===== src/hw/rtl/markup_entity_text_segmenter_defines.svh =====
// Assertion macros shared by the segmenter RTL.
`ifndef MARKUP_ENTITY_TEXT_SEGMENTER_DEFINES_SVH
`define MARKUP_ENTITY_TEXT_SEGMENTER_DEFINES_SVH

// Same-cycle implication, disabled during reset.
`define METS_ASSERT_IMP(lbl, clk, rst_n, ante, cons) \
    lbl: assert property (@(posedge clk) disable iff (!rst_n) (ante) |-> (cons)) \
        else $error("segmenter assertion failed");

// Next-cycle implication, disabled during reset.
`define METS_ASSERT_NXT(lbl, clk, rst_n, ante, cons) \
    lbl: assert property (@(posedge clk) disable iff (!rst_n) (ante) |=> (cons)) \
        else $error("segmenter assertion failed");

`endif


===== src/hw/rtl/mets_pkg.sv =====
`default_nettype none
package mets_pkg;

    localparam int MAX_BYTES  = 64;
    localparam int IDX_W      = $clog2(MAX_BYTES);
    localparam int CNT_W      = $clog2(MAX_BYTES + 1);
    localparam int NUM_BANKS  = 2;
    localparam int BANK_W     = $clog2(NUM_BANKS);
    localparam int RAM_DEPTH  = NUM_BANKS * MAX_BYTES;
    localparam int RAM_AW     = BANK_W + IDX_W;
    localparam int OUTST_W    = $clog2(NUM_BANKS + 1);
    localparam int START_W    = 6;
    localparam int LENGTH_W   = 7;

    localparam logic [7:0] CH_LT   = 8'h3C;
    localparam logic [7:0] CH_GT   = 8'h3E;
    localparam logic [7:0] CH_AMP  = 8'h26;
    localparam logic [7:0] CH_SEMI = 8'h3B;
    localparam logic [7:0] CH_SQ   = 8'h27;
    localparam logic [7:0] CH_DQ   = 8'h22;
    localparam logic [7:0] CH_SP   = 8'h20;
    localparam logic [7:0] CH_TAB  = 8'h09;
    localparam logic [7:0] CH_CR   = 8'h0D;
    localparam logic [7:0] CH_LF   = 8'h0A;

    typedef enum logic [1:0] {
        KIND_TEXT   = 2'd0,
        KIND_MARKUP = 2'd1,
        KIND_ENTITY = 2'd2
    } t_kind;

    typedef enum logic [2:0] {
        S_IDLE,
        S_HEAD,
        S_MARKUP,
        S_ENTITY,
        S_TEXT
    } t_scan_state;

    typedef struct packed {
        logic [BANK_W-1:0] bank;
        logic [CNT_W-1:0]  len;
        logic              ovf;
    } t_job;

    typedef struct packed {
        logic                trunc;
        logic                last_seg;
        logic [LENGTH_W-1:0] length;
        logic [START_W-1:0]  start;
        t_kind               kind;
    } t_seg;

endpackage
`default_nettype wire


===== src/hw/rtl/mets_ram.sv =====
`default_nettype none
module mets_ram #(
    parameter int DEPTH = 128,
    parameter int WIDTH = 8
) (
    input  wire logic                     i_clk,
    input  wire logic                     i_we,
    input  wire logic [$clog2(DEPTH)-1:0] i_waddr,
    input  wire logic [WIDTH-1:0]         i_wdata,
    input  wire logic [$clog2(DEPTH)-1:0] i_raddr,
    output logic      [WIDTH-1:0]         o_rdata
);

    logic [WIDTH-1:0] r_mem [DEPTH];

    always_ff @(posedge i_clk) begin
        if (i_we) begin
            r_mem[i_waddr] <= i_wdata;
        end
    end

    always_ff @(posedge i_clk) begin
        o_rdata <= r_mem[i_raddr];
    end

endmodule
`default_nettype wire


===== src/hw/rtl/mets_fifo.sv =====
`default_nettype none
module mets_fifo (
    input  wire logic          i_clk,
    input  wire logic          i_rst_n,
    input  wire logic          i_push,
    input  wire mets_pkg::t_job i_data,
    input  wire logic          i_pop,
    output mets_pkg::t_job     o_data,
    output logic               o_empty
);
    import mets_pkg::*;

    t_job                r_mem [NUM_BANKS];
    logic [BANK_W-1:0]   r_wptr, n_wptr;
    logic [BANK_W-1:0]   r_rptr, n_rptr;
    logic [OUTST_W-1:0]  r_count, n_count;

    always_comb begin
        n_wptr  = r_wptr;
        n_rptr  = r_rptr;
        n_count = r_count;
        if (i_push) begin
            n_wptr = r_wptr + BANK_W'(1);
        end
        if (i_pop) begin
            n_rptr = r_rptr + BANK_W'(1);
        end
        if (i_push && !i_pop) begin
            n_count = r_count + OUTST_W'(1);
        end else if (!i_push && i_pop) begin
            n_count = r_count - OUTST_W'(1);
        end
    end

    always_ff @(posedge i_clk) begin
        if (!i_rst_n) begin
            r_wptr  <= '0;
            r_rptr  <= '0;
            r_count <= '0;
        end else begin
            r_wptr  <= n_wptr;
            r_rptr  <= n_rptr;
            r_count <= n_count;
        end
    end

    always_ff @(posedge i_clk) begin
        if (i_push) begin
            r_mem[r_wptr] <= i_data;
        end
    end

    assign o_data  = r_mem[r_rptr];
    assign o_empty = (r_count == '0);

endmodule
`default_nettype wire


===== src/hw/rtl/mets_front.sv =====
`default_nettype none
`include "markup_entity_text_segmenter_defines.svh"
module mets_front (
    input  wire logic                          i_clk,
    input  wire logic                          i_rst_n,
    input  wire logic                          i_s_tvalid,
    output logic                               o_s_tready,
    input  wire logic [7:0]                    i_s_tdata,
    input  wire logic                          i_s_tlast,
    output logic                               o_we,
    output logic [mets_pkg::RAM_AW-1:0]        o_waddr,
    output logic [7:0]                         o_wdata,
    output logic                               o_push,
    output mets_pkg::t_job                     o_job,
    input  wire logic                          i_done
);
    import mets_pkg::*;

    logic [BANK_W-1:0]  r_bank, n_bank;
    logic [CNT_W-1:0]   r_fill, n_fill;
    logic               r_ovf, n_ovf;
    logic [OUTST_W-1:0] r_outstanding, n_outstanding;
    logic               w_accept;
    logic               w_room;

    assign o_s_tready = (r_outstanding < OUTST_W'(NUM_BANKS));
    assign w_accept   = i_s_tvalid && o_s_tready;
    assign w_room     = (r_fill < CNT_W'(MAX_BYTES));

    assign o_we    = w_accept && w_room;
    assign o_waddr = {r_bank, r_fill[IDX_W-1:0]};
    assign o_wdata = i_s_tdata;
    assign o_push  = w_accept && i_s_tlast;

    always_comb begin
        o_job.bank = r_bank;
        o_job.len  = w_room ? r_fill + CNT_W'(1) : r_fill;
        o_job.ovf  = r_ovf || !w_room;
    end

    always_comb begin
        n_bank        = r_bank;
        n_fill        = r_fill;
        n_ovf         = r_ovf;
        n_outstanding = r_outstanding;
        if (w_accept) begin
            if (i_s_tlast) begin
                n_fill = '0;
                n_ovf  = 1'b0;
                n_bank = r_bank + BANK_W'(1);
            end else if (w_room) begin
                n_fill = r_fill + CNT_W'(1);
            end else begin
                n_ovf = 1'b1;
            end
        end
        if (o_push && !i_done) begin
            n_outstanding = r_outstanding + OUTST_W'(1);
        end else if (!o_push && i_done) begin
            n_outstanding = r_outstanding - OUTST_W'(1);
        end
    end

    always_ff @(posedge i_clk) begin
        if (!i_rst_n) begin
            r_bank        <= '0;
            r_fill        <= '0;
            r_ovf         <= 1'b0;
            r_outstanding <= '0;
        end else begin
            r_bank        <= n_bank;
            r_fill        <= n_fill;
            r_ovf         <= n_ovf;
            r_outstanding <= n_outstanding;
        end
    end

    `METS_ASSERT_IMP(a_outstanding_max, i_clk, i_rst_n, 1'b1, r_outstanding <= OUTST_W'(NUM_BANKS))
    `METS_ASSERT_NXT(a_last_clears_fill, i_clk, i_rst_n, o_push, r_fill == '0 && !r_ovf)
    `METS_ASSERT_IMP(a_fill_max, i_clk, i_rst_n, 1'b1, r_fill <= CNT_W'(MAX_BYTES))

endmodule
`default_nettype wire


===== src/hw/rtl/mets_scan.sv =====
`default_nettype none
`include "markup_entity_text_segmenter_defines.svh"
module mets_scan (
    input  wire logic                          i_clk,
    input  wire logic                          i_rst_n,
    input  wire logic                          i_q_empty,
    input  wire mets_pkg::t_job                i_q_job,
    output logic                               o_q_pop,
    output logic [mets_pkg::RAM_AW-1:0]        o_raddr,
    input  wire logic [7:0]                    i_rd_data,
    output logic                               o_valid,
    input  wire logic                          i_ready,
    output mets_pkg::t_seg                     o_seg,
    output logic                               o_done
);
    import mets_pkg::*;

    t_scan_state       r_state, n_state;
    logic [BANK_W-1:0] r_bank, n_bank;
    logic [CNT_W-1:0]  r_len, n_len;
    logic              r_ovf, n_ovf;
    logic [CNT_W-1:0]  r_pos, n_pos;
    logic [CNT_W-1:0]  r_cur, n_cur;
    logic              r_quoted, n_quoted;
    logic [7:0]        r_quote, n_quote;
    logic              r_ovld, n_ovld;
    t_seg              r_seg, n_seg;

    logic              w_in_range;
    logic              w_breaker;
    logic              w_seg_ready;
    logic              w_ent_fail;
    logic [CNT_W-1:0]  w_end;
    t_kind             w_kind;
    logic              w_fire;
    logic              w_last;

    assign w_in_range = (r_cur < r_len);
    assign w_breaker  = (i_rd_data == CH_LT) || (i_rd_data == CH_AMP) ||
                        (i_rd_data == CH_SP) || (i_rd_data == CH_TAB) ||
                        (i_rd_data == CH_CR) || (i_rd_data == CH_LF);

    always_comb begin
        w_seg_ready = 1'b0;
        w_ent_fail  = 1'b0;
        w_end       = r_cur;
        w_kind      = KIND_TEXT;
        unique case (r_state)
            S_MARKUP: begin
                w_kind = KIND_MARKUP;
                if (!w_in_range) begin
                    w_seg_ready = 1'b1;
                    w_end       = r_pos + CNT_W'(1);
                end else if (!r_quoted && i_rd_data == CH_GT) begin
                    w_seg_ready = 1'b1;
                    w_end       = r_cur + CNT_W'(1);
                end
            end
            S_ENTITY: begin
                w_kind = KIND_ENTITY;
                if (w_in_range && i_rd_data == CH_SEMI) begin
                    w_seg_ready = 1'b1;
                    w_end       = r_cur + CNT_W'(1);
                end else if (!w_in_range || w_breaker) begin
                    w_ent_fail = 1'b1;
                end
            end
            S_TEXT: begin
                if (!w_in_range || i_rd_data == CH_LT || i_rd_data == CH_AMP) begin
                    w_seg_ready = 1'b1;
                end
            end
            default: begin
            end
        endcase
    end

    assign w_fire = w_seg_ready && (!r_ovld || i_ready);
    assign w_last = (w_end >= r_len);
    assign o_done = w_fire && w_last;

    // next state
    always_comb begin
        n_state = r_state;
        unique case (r_state)
            S_IDLE: begin
                if (!i_q_empty) begin
                    n_state = S_HEAD;
                end
            end
            S_HEAD: begin
                if (i_rd_data == CH_LT) begin
                    n_state = S_MARKUP;
                end else if (i_rd_data == CH_AMP) begin
                    n_state = S_ENTITY;
                end else begin
                    n_state = S_TEXT;
                end
            end
            S_MARKUP, S_TEXT: begin
                if (w_fire) begin
                    n_state = w_last ? S_IDLE : S_HEAD;
                end
            end
            S_ENTITY: begin
                if (w_fire) begin
                    n_state = w_last ? S_IDLE : S_HEAD;
                end else if (w_ent_fail) begin
                    n_state = S_TEXT;
                end
            end
            default: n_state = S_IDLE;
        endcase
    end

    // datapath and outputs
    always_comb begin
        o_q_pop  = 1'b0;
        n_bank   = r_bank;
        n_len    = r_len;
        n_ovf    = r_ovf;
        n_pos    = r_pos;
        n_cur    = r_cur;
        n_quoted = r_quoted;
        n_quote  = r_quote;
        unique case (r_state)
            S_IDLE: begin
                if (!i_q_empty) begin
                    o_q_pop = 1'b1;
                    n_bank  = i_q_job.bank;
                    n_len   = i_q_job.len;
                    n_ovf   = i_q_job.ovf;
                    n_pos   = '0;
                    n_cur   = '0;
                end
            end
            S_HEAD: begin
                n_cur    = r_pos + CNT_W'(1);
                n_quoted = 1'b0;
            end
            S_MARKUP: begin
                if (w_fire) begin
                    n_pos = w_end;
                    n_cur = w_end;
                end else if (!w_seg_ready) begin
                    n_cur = r_cur + CNT_W'(1);
                    if (r_quoted) begin
                        if (i_rd_data == r_quote) begin
                            n_quoted = 1'b0;
                        end
                    end else if (i_rd_data == CH_SQ || i_rd_data == CH_DQ) begin
                        n_quoted = 1'b1;
                        n_quote  = i_rd_data;
                    end
                end
            end
            S_ENTITY: begin
                if (w_fire) begin
                    n_pos = w_end;
                    n_cur = w_end;
                end else if (w_ent_fail) begin
                    n_cur = r_pos + CNT_W'(1);
                end else if (!w_seg_ready) begin
                    n_cur = r_cur + CNT_W'(1);
                end
            end
            S_TEXT: begin
                if (w_fire) begin
                    n_pos = w_end;
                    n_cur = w_end;
                end else if (!w_seg_ready) begin
                    n_cur = r_cur + CNT_W'(1);
                end
            end
            default: begin
            end
        endcase

        n_ovld = r_ovld && !i_ready;
        n_seg  = r_seg;
        if (w_fire) begin
            n_ovld         = 1'b1;
            n_seg.kind     = w_kind;
            n_seg.start    = START_W'(r_pos);
            n_seg.length   = LENGTH_W'(w_end - r_pos);
            n_seg.last_seg = w_last;
            n_seg.trunc    = r_ovf;
        end
    end

    assign o_raddr = {n_bank, n_cur[IDX_W-1:0]};
    assign o_valid = r_ovld;
    assign o_seg   = r_seg;

    always_ff @(posedge i_clk) begin
        if (!i_rst_n) begin
            r_state <= S_IDLE;
            r_ovld  <= 1'b0;
        end else begin
            r_state <= n_state;
            r_ovld  <= n_ovld;
        end
    end

    always_ff @(posedge i_clk) begin
        r_bank   <= n_bank;
        r_len    <= n_len;
        r_ovf    <= n_ovf;
        r_pos    <= n_pos;
        r_cur    <= n_cur;
        r_quoted <= n_quoted;
        r_quote  <= n_quote;
        r_seg    <= n_seg;
    end

    `METS_ASSERT_IMP(a_cur_bounded, i_clk, i_rst_n, r_state != S_IDLE, r_cur <= r_len)
    `METS_ASSERT_IMP(a_seg_nonzero, i_clk, i_rst_n, r_ovld, r_seg.length != '0)
    `METS_ASSERT_NXT(a_done_to_idle, i_clk, i_rst_n, o_done, r_state == S_IDLE)

endmodule
`default_nettype wire


===== src/hw/rtl/markup_entity_text_segmenter.sv =====
// Splits one annotation string into text, markup and entity segments. Bytes
// stream in one word per cycle into a two-bank buffer of 64 bytes per bank;
// bytes past 64 are dropped and the segments of that string carry the
// truncated flag. The word marked tlast closes the string and queues it for
// the scanner, which reads one buffer byte per cycle while its output is not
// held. It takes each string from the queue while idle and reads one byte
// past the end of each text segment. A '<' without a closing '>' or an '&'
// that does not end in ';' makes the scanner walk back to the byte after it,
// so the scanner may read a byte of the string again. While one string is
// scanned the next one loads into the other bank; the input stalls only when
// both banks hold strings not yet scanned.
`default_nettype none
module markup_entity_text_segmenter (
    input  wire logic        i_clk,
    input  wire logic        i_rst_n,
    input  wire logic        i_s_tvalid,
    output logic             o_s_tready,
    input  wire logic [7:0]  i_s_tdata,   // [7:0] string byte
    input  wire logic        i_s_tlast,   // is_last
    output logic             o_m_tvalid,
    input  wire logic        i_m_tready,
    output logic [15:0]      o_m_tdata,   // [5:0] seg_start, [12:6] seg_length, zero fill
    output logic [2:0]       o_m_tuser,   // [1:0] seg_kind, [2] truncated
    output logic             o_m_tlast    // final_segment
);
    import mets_pkg::*;

    logic              w_we;
    logic [RAM_AW-1:0] w_waddr;
    logic [7:0]        w_wdata;
    logic [RAM_AW-1:0] w_raddr;
    logic [7:0]        w_rdata;
    logic              w_push;
    t_job              w_job_in;
    t_job              w_job_out;
    logic              w_pop;
    logic              w_empty;
    logic              w_done;
    t_seg              w_seg;

    mets_front u_front (
        .i_clk      (i_clk),
        .i_rst_n    (i_rst_n),
        .i_s_tvalid (i_s_tvalid),
        .o_s_tready (o_s_tready),
        .i_s_tdata  (i_s_tdata),
        .i_s_tlast  (i_s_tlast),
        .o_we       (w_we),
        .o_waddr    (w_waddr),
        .o_wdata    (w_wdata),
        .o_push     (w_push),
        .o_job      (w_job_in),
        .i_done     (w_done)
    );

    mets_ram #(
        .DEPTH (RAM_DEPTH),
        .WIDTH (8)
    ) u_ram (
        .i_clk   (i_clk),
        .i_we    (w_we),
        .i_waddr (w_waddr),
        .i_wdata (w_wdata),
        .i_raddr (w_raddr),
        .o_rdata (w_rdata)
    );

    mets_fifo u_fifo (
        .i_clk   (i_clk),
        .i_rst_n (i_rst_n),
        .i_push  (w_push),
        .i_data  (w_job_in),
        .i_pop   (w_pop),
        .o_data  (w_job_out),
        .o_empty (w_empty)
    );

    mets_scan u_scan (
        .i_clk     (i_clk),
        .i_rst_n   (i_rst_n),
        .i_q_empty (w_empty),
        .i_q_job   (w_job_out),
        .o_q_pop   (w_pop),
        .o_raddr   (w_raddr),
        .i_rd_data (w_rdata),
        .o_valid   (o_m_tvalid),
        .i_ready   (i_m_tready),
        .o_seg     (w_seg),
        .o_done    (w_done)
    );

    assign o_m_tdata = {3'b000, w_seg.length, w_seg.start};
    assign o_m_tuser = {w_seg.trunc, w_seg.kind};
    assign o_m_tlast = w_seg.last_seg;

endmodule
`default_nettype wire

===== config.mk =====
export PLATFORM = sky130hd
export DESIGN_NAME = markup_entity_text_segmenter
export DESIGN_NICKNAME = d
export VERILOG_FILES = /design/src/hw/rtl/mets_pkg.sv /design/src/hw/rtl/mets_ram.sv /design/src/hw/rtl/mets_fifo.sv /design/src/hw/rtl/mets_front.sv /design/src/hw/rtl/mets_scan.sv /design/src/hw/rtl/markup_entity_text_segmenter.sv
export VERILOG_INCLUDE_DIRS = /design/src /design/src/hw/rtl
export SDC_FILE = /design/constraint.sdc
export NUM_CORES = 1
export LEC_CHECK = 0
export ABC_CLOCK_PERIOD_IN_PS = 5900
export BUFFER_PORTS_ARGS = -buffer_cell sky130_fd_sc_hd__buf_2
export CAP_MARGIN = 15
export CORE_UTILIZATION = 40
export DETAILED_ROUTE_END_ITERATION = 10
export GPL_TIMING_DRIVEN = 1
export PLACE_DENSITY = 0.53
export REMOVE_ABC_BUFFERS = 1
export SLEW_MARGIN = 25
export SYNTH_ARGS = -nofsm -noshare
export SYNTH_HDL_FRONTEND = slang
export SYNTH_HIERARCHICAL = 1
export SYNTH_SLANG_ARGS = --single-unit

===== constraint.sdc =====
create_clock -name i_clk -period 5.9 [get_ports i_clk]
set_input_delay 0 -clock i_clk [delete_from_list [all_inputs] [get_ports i_clk]]
set_output_delay 0 -clock i_clk [all_outputs]
set_load 0.1 [all_outputs]

**Yosys cells after proc, flatten, opt, wreduce, memory -nomap -nowiden**

Memories as Yosys holds them, arrays and structs flattened. A register that Yosys moved wholly into a read port is not among the register bits.
Cells that the tools add are included.

- Register bits after elaboration: 68
- Memory bits (writable): 1042
- Input port bits: 13
- Output and inout bits: 22
- Word-level logic and storage cells: 168
- Memories kept: 2

Memories:

| name | words | bits a word | read ports | clocked after memory_dff | write ports | line | RTL |
|---|---|---|---|---|---|---|---|
| u_ram.r_mem | 128 | 8 | 1 | 1 | 1 | mets_ram.sv:14 | `logic [WIDTH-1:0] r_mem [DEPTH];` |
| u_fifo.r_mem | 2 | 9 | 1 | 1 | 1 | mets_fifo.sv:13 | `t_job r_mem [NUM_BANKS];` |

- Magnitude comparators: 4
- Add/sub/neg operators: 11
- Equality and inequality tests: 22
- Reduce and logical (&&, ||, !) cells: 48
- Muxes and demuxes: 55
- Bitwise logic cells: 4

Operators by type and width:

| cell | number |
|---|---|
| 7-bit two-way mux | 12 |
| 8-bit by 6-bit == test with 1-bit output, second input constant | 7 |
| 7-bit one-hot mux with 2 select lines | 2 |
| 7-bit one-hot mux with 4 select lines | 1 |
| 1-bit two-way mux | 26 |
| 8-bit by 4-bit == test with 1-bit output, second input constant | 3 |
| 7-bit by 1-bit adder with 7-bit output, second input constant | 3 |
| 3-bit two-way mux | 6 |
| 1-bit logical AND | 12 |
| 3-bit one-hot mux with 4 select lines | 1 |
| 1-bit logical OR | 11 |
| 3-bit AND reduction | 3 |
| 8-bit == test | 1 |
| 1-bit zero test | 8 |
| 2-bit two-way mux | 4 |
| 2-bit != test, second input constant | 4 |
| 2-bit AND reduction | 4 |
| 2-bit nonzero test | 4 |
| 7-bit >= comparator | 1 |
| 7-bit < comparator | 1 |
| 7-bit < comparator, second input constant | 1 |
| 7-bit subtractor | 1 |
| 3-bit by 2-bit == test with 1-bit output, second input constant | 2 |
| 5-bit AND reduction | 1 |
| other kinds (17) | 25 |

**Depth between registers and ports, before layout**

Gate-level depths: netlist of the first run.

- Depth after elaboration: 13
- Mapped depth: 22
- Depth with buffers taken out: 20

**Cells and area by module**

The synthesis of the first run kept the hierarchy.

By module, submodules not included:

| module | cells an instance | sequential area each (um^2) | area each (um^2) | instances |
|---|---|---|---|---|
| mets_ram | 1635 | 30909.6 | 39665.5 | 1 |
| mets_scan | 380 | 1481.4 | 3741.1 | 1 |
| mets_fifo | 49 | 640.6 | 857.1 | 1 |
| mets_front | 82 | 220.2 | 720.7 | 1 |
| markup_entity_text_segmenter | 4 | 0.0 | 26.3 | 1 |

**Worst setup path before layout of the first run**

Ideal clock, no wire load.

- Path kind: register to register
- From: register u_scan.r_cur[6]
- To: register u_ram.o_rdata[0], read port of u_ram.r_mem
- Slack: 1.080 ns
- Data required time: 5.779 ns
- Setup time: 0.121 ns
- Period minus slack after synthesis: 4.820 ns
- Arrival time: 4.699 ns
- Stages on the path, launching flop included: 18
- Path buffers: 5
- Cells stage by stage: edfxtp_1 > ha_1 > a21oi_1 > o21a_1 > o21a_2 > buf_6 > buf_2 > a21oi_1 > o21ai_0 > o221ai_1 > o22ai_1 > buf_4 > clkbuf_1 > buf_1 > mux4_2 > mux4_2 > mux4_2 > mux2_2

- Cells in the longest elaborated chain, start to end: 10
- Elaborated cells between the ends (all ways): 22
- Classes of those cells: 1 x order compare; 15 x mux; 6 x reduce/logical

Ends and longest elaborated chain:

| item | line | RTL |
|---|---|---|
| start, declared | mets_scan.sv:23 | `logic [CNT_W-1:0] r_cur, n_cur;` |
| start signal, assigned | mets_scan.sv:210 | `r_cur <= n_cur;` |
| 7-bit < comparator * | mets_scan.sv:38 | `assign w_in_range = (r_cur < r_len);` |
| 1-bit zero test | -- |  |
| 1-bit logical OR (2 in a row) | mets_scan.sv:69 | `if (!w_in_range \|\| i_rd_data == CH_LT \|\| i_rd_data == CH_AMP) begin` |
| 1-bit two-way mux | mets_scan.sv:69 |  |
| 1-bit one-hot mux with 3 select lines | mets_scan.sv:48 | `unique case (r_state)` |
| 7-bit two-way mux | mets_scan.sv:145, mets_scan.sv:163, mets_scan.sv:171 |  |
| 7-bit two-way mux | mets_scan.sv:161 | `end else if (w_ent_fail) begin` |
| 7-bit two-way mux | mets_scan.sv:158 | `if (w_fire) begin` |
| 7-bit one-hot mux with 4 select lines * | mets_scan.sv:126 | `unique case (r_state)` |
| via u_scan.n_cur[0] | mets_scan.sv:23 |  |
| end, declared | mets_ram.sv:11 | `output logic [WIDTH-1:0] o_rdata` |

The timed path passes the listed nets; every way through them passes the cells marked *.
A chain may end at the register's enable or synchronous reset.

**Worst setup path after layout of the first run**

- From: register u_scan.r_cur[6]
- To: register u_ram.o_rdata[6], read port of u_ram.r_mem

- Cells in the longest elaborated chain, start to end: 10
- Elaborated cells between the ends (all ways): 22
- Classes of those cells: 1 x order compare; 15 x mux; 6 x reduce/logical

Ends and longest elaborated chain:

| item | line | RTL |
|---|---|---|
| 7-bit < comparator * | mets_scan.sv:38 |  |
| 1-bit zero test | -- |  |
| 1-bit logical OR (2 in a row) | mets_scan.sv:69 |  |
| 1-bit two-way mux | mets_scan.sv:69 |  |
| 1-bit one-hot mux with 3 select lines | mets_scan.sv:48 |  |
| 7-bit two-way mux | mets_scan.sv:145, mets_scan.sv:163, mets_scan.sv:171 |  |
| 7-bit two-way mux | mets_scan.sv:161 |  |
| 7-bit two-way mux | mets_scan.sv:158 |  |
| 7-bit one-hot mux with 4 select lines * | mets_scan.sv:126 |  |
| via w_raddr[0] | markup_entity_text_segmenter.sv:31 | `logic [RAM_AW-1:0] w_raddr;` |

Marked as above.

==> impl_metrics.tcl, run 1 <==
set metrics [dict create \
    initial_core_util 0.405 \
    grt_max_degree 94 \
    status "finished clean" \
    vias 22228 \
    hold_viol 0 \
    utilization 0.463 \
    synth_common_cells "1084 x edfxtp_1, 336 x mux4_2, 145 x nor2_1, 52 x clkbuf_1, 39 x buf_4" \
    synthArstFlopShare 0 \
    hold_class "in -> reg" \
    syn_area_per_cell_um2 20.9 \
    fin_crit_sh 0.971 \
    cts-htree-levels 3 \
    cts_buffer_depth 3 \
    place_congestion 0.860 \
    grt_first_pass_wirelength_um 166000 \
    synth_top_cells_by_area "edfxtp_1 72%, mux4_2 17%, dfxtp_1 1.6%, nor2_1 1.2%, ha_1 0.67%" \
    p_total_uw 26900 \
    yosysTopAreaCell "edfxtp_1" \
    layout-drive-gt1-share 0.303 \
    critPathKind "reg -> reg" \
    die_x_um 337 \
    yosys_warnings 6 \
    final-setup-viol-count 0 \
    synth.top_cell.area_share 0.723 \
    core.rowCount 122 \
    post-synth-top-count-cell "edfxtp_1" \
    drc 0 \
    worstMarginPinSlew_ns 1.07 \
    synth_edf_count 1084 \
    cp.arrival_ns 6.31 \
    grt_pass1_vias 22612 \
    synth_cell_types 80 \
    die-height_um 337 \
    clock-sinks 1119 \
    post_cts_resized 0 \
    slew_viol_final 0 \
    rsz0062_at_grt "no" \
    die_area_mm2 0.114 \
    fmaxAchievable_ghz 0.175 \
    antenna_found_initial 6 \
    period_needed_ns 5.73 \
    routed_wl_um 114000 \
    grt_usage 0.204 \
    synth_cells 2150 \
    critical_path_required_ns 6.49 \
    p_leak_uw 0.0160 \
    ys.flop_type "edfxtp_1" \
    vias_per_cell 5.71 \
    ant_nets 0 \
    cp-start-kind "flip-flop" \
    synth-seq-cells 1119 \
    core_mm2 0.111 \
    skew_ns 0.0300 \
    root_buffer "clkbuf_16" \
    port_buffers 31 \
    firstDrtPassIters 5 \
    vdd_drop_max_mv 0.411 \
    cts_made_buffers 113 \
    cts_tree "built" \
    synth.cell_area_mm2 0.0450 \
    cap_viol_max_count 0 \
    postCtsSetupRepairBufs 0 \
    ys_seq_area_frac 0.739 \
    syn_to_final_growth_pct 14.3 \
    end_kind "flip-flop" \
    tns_ns 0 \
    wl_per_cell_um 29.4 \
    grt_overflow_total 0 \
    p_per_area_mw_per_mm2 523 \
    final_nets 2343 \
    initialDrtViolationCount 2365 \
    clk_pin_slew_ns 0.06 \
    ioPinCount 35 \
    hpwlAfterDp_um 72000 \
    worstSkewPairLatency_ns 0.70 \
    cp_max_fo 26 \
    relSlewSlack 0.285 \
]
-- metal layers --
| metal | part of all wire | track usage | up-vias | wire length (µm) |
|---|---|---|---|---|
| met5 | 0.00013 | 0 | - | 15 |
| met2 | 0.48 | 0.325 | 835 | 54600 |
| met3 | 0.055 | 0.0285 | 184 | 6320 |
| met4 | 0.027 | 0.0550 | 2 | 3080 |
| li1 | - | - | 9241 | - |
| met1 | 0.44 | 0.295 | 11966 | 50200 |
-- final cells by class --
type	instances	area [µm²]
timing repair buffer	172	1550
antenna	1	2.50
inverter	29	109
multi-input combinational	870	11100
clock inverter	74	621
sequential	1119	33300
clock buffer	138	2980
tap	1488	1860
fill	9379	59700
-- cells by family (layout without fill, tap and decap cells) --
| family | after synthesis | count (layout) | synth area share |
|---|---|---|---|
| xor gates and xnor gates | 32 | 32 | 0.00623 |
| and+or+nand+nor | 323 | 323 | 0.0351 |
| other | 1 | 4 | 0.0000833 |
| AOI/OAI and AO/OA | 125 | 125 | 0.0202 |
| muxes | 362 | 362 | 0.175 |
| adders and majority gates | 25 | 25 | 0.00712 |
| DFF | 1119 | 1119 | 0.739 |
| buffers and inverters | 163 | 413 | 0.0180 |
-- path summary, 6_finish.rpt --
check	start	slack [ns]	cells past startpoint	end
worst min register to register	u_scan/r_ovf$_DFFE_PP_	0.43	0	u_scan/o_seg[16]$_DFFE_PP_
worst max-delay path	u_scan/r_cur[6]$_DFFE_PP_	0.17	14	u_ram/o_rdata[6]$_DFF_P_
worst max register to register	u_scan/r_cur[6]$_DFFE_PP_	0.17	14	u_ram/o_rdata[6]$_DFF_P_
worst min-delay path	i_s_tdata[4]	0.34	2	u_ram/r_mem[89][4]$_DFFE_PP_
-- where the power goes --
group	switching, µW	leakage, µW	total (µW)	internal (µW)
combinational	5520	0.00422	10800	5230
sequential	223	0.0101	9160	8940
clock	3010	0.00177	6990	3980
-- layout by cell type, fill, tap and decap left out, drive strengths merged, types with 6 or more instances in the layout --
cell / n
edfxtp: 1084
mux4: 336
buf: 157
nor2: 146
clkbuf: 138
clkinv: 56
nand2: 37
dfxtp: 35
inv: 34
nand3: 31
a21oi: 26
ha: 24
mux2: 22
o21ai: 20
nor3: 17
xor2: 16
nor2b: 16
xnor2: 16
and2: 16
dlygate4sd3: 15
nand2b: 13
a21o: 13
and3: 10
bufinv: 9
a31oi: 8
a21boi: 7
nand4: 6
nor4: 6
-- state kept, by name (all words and copies together) (netlist names), 2 cells and up, named ones only --
register	flops
u_scan/r_state	3
u_fifo/r_count	2
u_ram/r_mem	1024
u_scan/r_quote	8
u_front/r_fill	7
u_scan/r_len	7
u_ram/o_rdata	8
u_scan/o_seg	17
u_front/r_outstanding	2
u_scan/r_pos	7
u_fifo/r_mem	18
u_scan/r_cur	7
-- metrics by stage --
stage | cells | instance area (µm²) | setup slack, ns | hold slack, ns
2_1_floorplan | 2018 | 44300 | -20.78 | 0.0989
3_3_place_gp | 3663 | 47600 | 0.202 | 0.350
3_5_place_dp | 3663 | 47700 | 0.280 | 0.372
4_1_cts | 3890 | 51400 | 0.283 | 0.314
5_1_grt | 3890 | 51500 | 0.101 | 0.337
6_report | 3891 | 51500 | 0.173 | 0.338
-- what timing repair did --
item                                   CTS  global route
hold buffers                            15             0
endpoints found under the hold margin  450             0
setup endpoints to repair                0             0
-- critical path, stage by stage, from the launching register on --
cell and delay, ns:
edfxtp_1 0.49, ha_1 0.36, a21oi_1 0.20, o21a_1 0.26, o21a_2 0.49, a21oi_1 0.11
o21ai_0 0.22, o221ai_1 0.32, o22ai_4 0.51, buf_12 0.30, buf_12 0.27, mux4_2 0.56
mux4_2 0.60, mux4_2 0.57, mux2_2 0.29
(Power assumes the default switching activity.)
==> inputs of run 2 (changes only) <==
--- a/config.mk
+++ b/config.mk
@@ -7,5 +7,5 @@
 export NUM_CORES = 1
 export LEC_CHECK = 0
-export ABC_CLOCK_PERIOD_IN_PS = 5900
+export ABC_CLOCK_PERIOD_IN_PS = 6300
 export BUFFER_PORTS_ARGS = -buffer_cell sky130_fd_sc_hd__buf_2
 export CAP_MARGIN = 15
==> constraint.sdc (replaced) <==
create_clock -name i_clk -period 6.3 [get_ports i_clk]
set_input_delay 0 -clock i_clk [delete_from_list [all_inputs] [get_ports i_clk]]
set_output_delay 0 -clock i_clk [all_outputs]
set_load 0.02 [all_outputs]
==> run 2 against run 1 <==
Effect of this change:
- sequential power decreased by 6.3%
- clock skew up 0.0074 ns
- worst setup slack better by 0.28 ns
- via count shrank 1.9%
- non-clock buffer count shrank 64
- utilization is 0.53 points lower
- fmax shrank 2.0%
- final cell count down 1.7%
- critical endpoint is now u_ram/o_rdata[3]$_DFF_P_
- largest cell class unchanged
==> impl_metrics.tcl, run 2 (synthesis gave the netlist of run 1 again) <==
set metrics [dict create \
    status "finished clean" \
    fin_crit_sh 0.928 \
    hold_ws_ns 0.304 \
    hold_class "in -> reg" \
    port_buffers 31 \
    min_to "u_front/r_fill[3]$_SDFFE_PN0N_" \
    r2r_cells 14 \
    routed_wl_um 110000 \
    grt_first_pass_wirelength_um 160000 \
    dpl_worst_slack_ns 0.492 \
    layout-drive-gt1-share 0.285 \
    top_register "u_ram/r_mem" \
    regArea_mm2 0.0333 \
    cts_made_buffers 113 \
    cts_tree "built" \
    crit_path_frequent_cell "mux4_2" \
    fmaxAchievable_ghz 0.171 \
    cp.arrival_ns 6.43 \
    rsz0062_at_grt "no" \
    p_per_area_mw_per_mm2 484 \
    root_buffer "clkbuf_16" \
    p_clk_frac 0.263 \
    stdcell_area_mm2 0.0509 \
    p_switching_uw 7940 \
    p_total_uw 24600 \
    grt_pass1_vias 22079 \
    syn_to_final_growth_pct 13.0 \
    hp-start "i_s_tlast" \
    worstMarginPinSlew_ns 1.16 \
    ant_nets 0 \
    final_cell_mix "1084 x edfxtp_1, 336 x mux4_2, 126 x nor2_1, 115 x clkbuf_16, 56 x buf_4" \
    r2r_slack_ns 0.46 \
    die_x_um 337 \
    r2r-end "u_ram/o_rdata[3]$_DFF_P_" \
    critPathBufInv 2 \
    hpwlAfterDp_um 67800 \
    cp_top_family "multiplexers" \
    p_leak_uw 0.0157 \
    die-height_um 337 \
    clk_pin_slew_ns 0.06 \
    p_sw_frac 0.323 \
    dpl.cell_count 3598 \
    initialDrtViolationCount 2222 \
    cp_max_fo 52 \
    cap_viol_max_count 0 \
    fill_cells 9366 \
    cts-htree-levels 3 \
    place_congestion 0.903 \
    pwr-share-comb 0.389 \
    relSlewSlack 0.221 \
    grt_max_degree 112 \
    grt_overflow_total 0 \
    end_kind "flip-flop" \
    multi_input_area_mm2 0.0111 \
    hold_viol 0 \
    layout_setup_ws_ns 0.456 \
    cts_buffer_depth 3 \
    pwr-share-seq 0.348 \
    whs_path_depth 5 \
    largest_reg_flops 1024 \
    die_area_mm2 0.114 \
    vdd_drop_max_mv 0.522 \
    critical_path_required_ns 6.89 \
    postCtsSetupRepairBufs 0 \
    final_common_cell "edfxtp_1" \
    critPathKind "reg -> reg" \
    post_cts_resized 0 \
    antenna_found_initial 1 \
    r2r-start "u_scan/r_cur[2]$_DFF_P_" \
    cts_hold_buf 15 \
    firstDrtPassIters 5 \
    stdcell_count 3826 \
    core.rowCount 122 \
    skew_ns 0.0374 \
    grt_usage 0.197 \
    cp_slowest_cell "mux4_2" \
    slew_viol_final 0 \
    cp-start-kind "flip-flop" \
    postPlaceCellArea_mm2 0.0471 \
    crit_chain "ha_1 > a21o_1 > a31oi_4 > o21a_2 > a21oi_1 > o21ai_0 > o221ai_1 > o22ai_4 > buf_12 > buf_12 > mux4_2 > mux4_2 > mux4_2 > mux2_2" \
    initial_core_util 0.405 \
    vias_per_cell 5.70 \
    final_nets 2279 \
    ioPinCount 35 \
    slowest_delay_ns 0.60 \
    period_needed_ns 5.84 \
    wl_per_cell_um 28.8 \
    core_mm2 0.111 \
    p_int_uw 16700 \
    drc 0 \
    final-setup-viol-count 0 \
    worstSkewPairLatency_ns 0.71 \
    vias 21815 \
    clock-sinks 1119 \
]
## run 2: changes by cell type in the layout (fill, tap and decap cells not counted), sizes merged
cell / before / now
buf: 157 / 93
clkbuf: 138 / 151
clkinv: 56 / 49
bufinv: 9 / 6
inv: 34 / 31
clkinvlp: 4 / 3
## run 2: area by class of cell
cell class / instances / area share
flip-flops and latches: 1119 / 0.654
multi-input cells: 870 / 0.218
clock buffers: 151 / 0.0612
well taps: 1488 / 0.0366
repair buffers: 108 / 0.0188
clock inverters: 60 / 0.00954
inverters: 29 / 0.00214
diodes: 1 / 0.0000492
## run 2: worst max path at each step
stage               slack [ns]                     from                       end  depth (start not counted)
finish                    0.46  u_scan/r_cur[2]$_DFF_P_  u_ram/o_rdata[3]$_DFF_P_                         14
global route              0.20  u_scan/r_cur[2]$_DFF_P_  u_ram/o_rdata[5]$_DFF_P_                         14
CTS                       0.46  u_scan/r_cur[2]$_DFF_P_  u_ram/o_rdata[3]$_DFF_P_                         14
detailed placement        0.49  u_scan/r_cur[2]$_DFF_P_  u_ram/o_rdata[3]$_DFF_P_                         14
global placement          0.47  u_scan/r_cur[2]$_DFF_P_  u_ram/o_rdata[3]$_DFF_P_                         14
floorplan               -20.38  u_scan/r_cur[2]$_DFF_P_  u_ram/o_rdata[0]$_DFF_P_                         12
## run 2: metal layers
metal  up-vias  wire length, µm  global-route usage
li1       9096                -                   -
met1     11799            48300               0.283
met2       744            52600               0.312
met3       174             6570              0.0291
met4         2             2690              0.0580
met5         -               13                   0
## run 2: power by group through the flow
| stage | Sequential, µW | Combinational (µW) | Clock, µW |
|---|---|---|---|
| 6_report | 8580 | 9580 | 6470 |
| 5_1_grt | 8600 | 10100 | 6900 |
| 4_1_cts | 8580 | 9770 | 6620 |
| 3_5_place_dp | 8730 | 9740 | 0 |
| 3_3_place_gp | 8730 | 9720 | 0 |
| 2_1_floorplan | 8650 | 4350 | 0 |
## run 2: per-stage QoR
stage / util / TNS, ns
4_1_cts: 0.457 / 0
3_5_place_dp: 0.424 / 0
2_1_floorplan: - / -196.80
6_report: 0.458 / 0
5_1_grt: 0.458 / 0
3_3_place_gp: 0.423 / 0
## run 2: worst reg2reg max path: stages (launching register included)
cell and delay, ns:
dfxtp_1 0.58, ha_1 0.36, a21o_1 0.22, a31oi_4 0.20
o21a_2 0.52, a21oi_1 0.14, o21ai_0 0.20, o221ai_1 0.33
o22ai_4 0.38, buf_12 0.29, buf_12 0.39, mux4_2 0.66
mux4_2 0.60, mux4_2 0.59, mux2_2 0.29
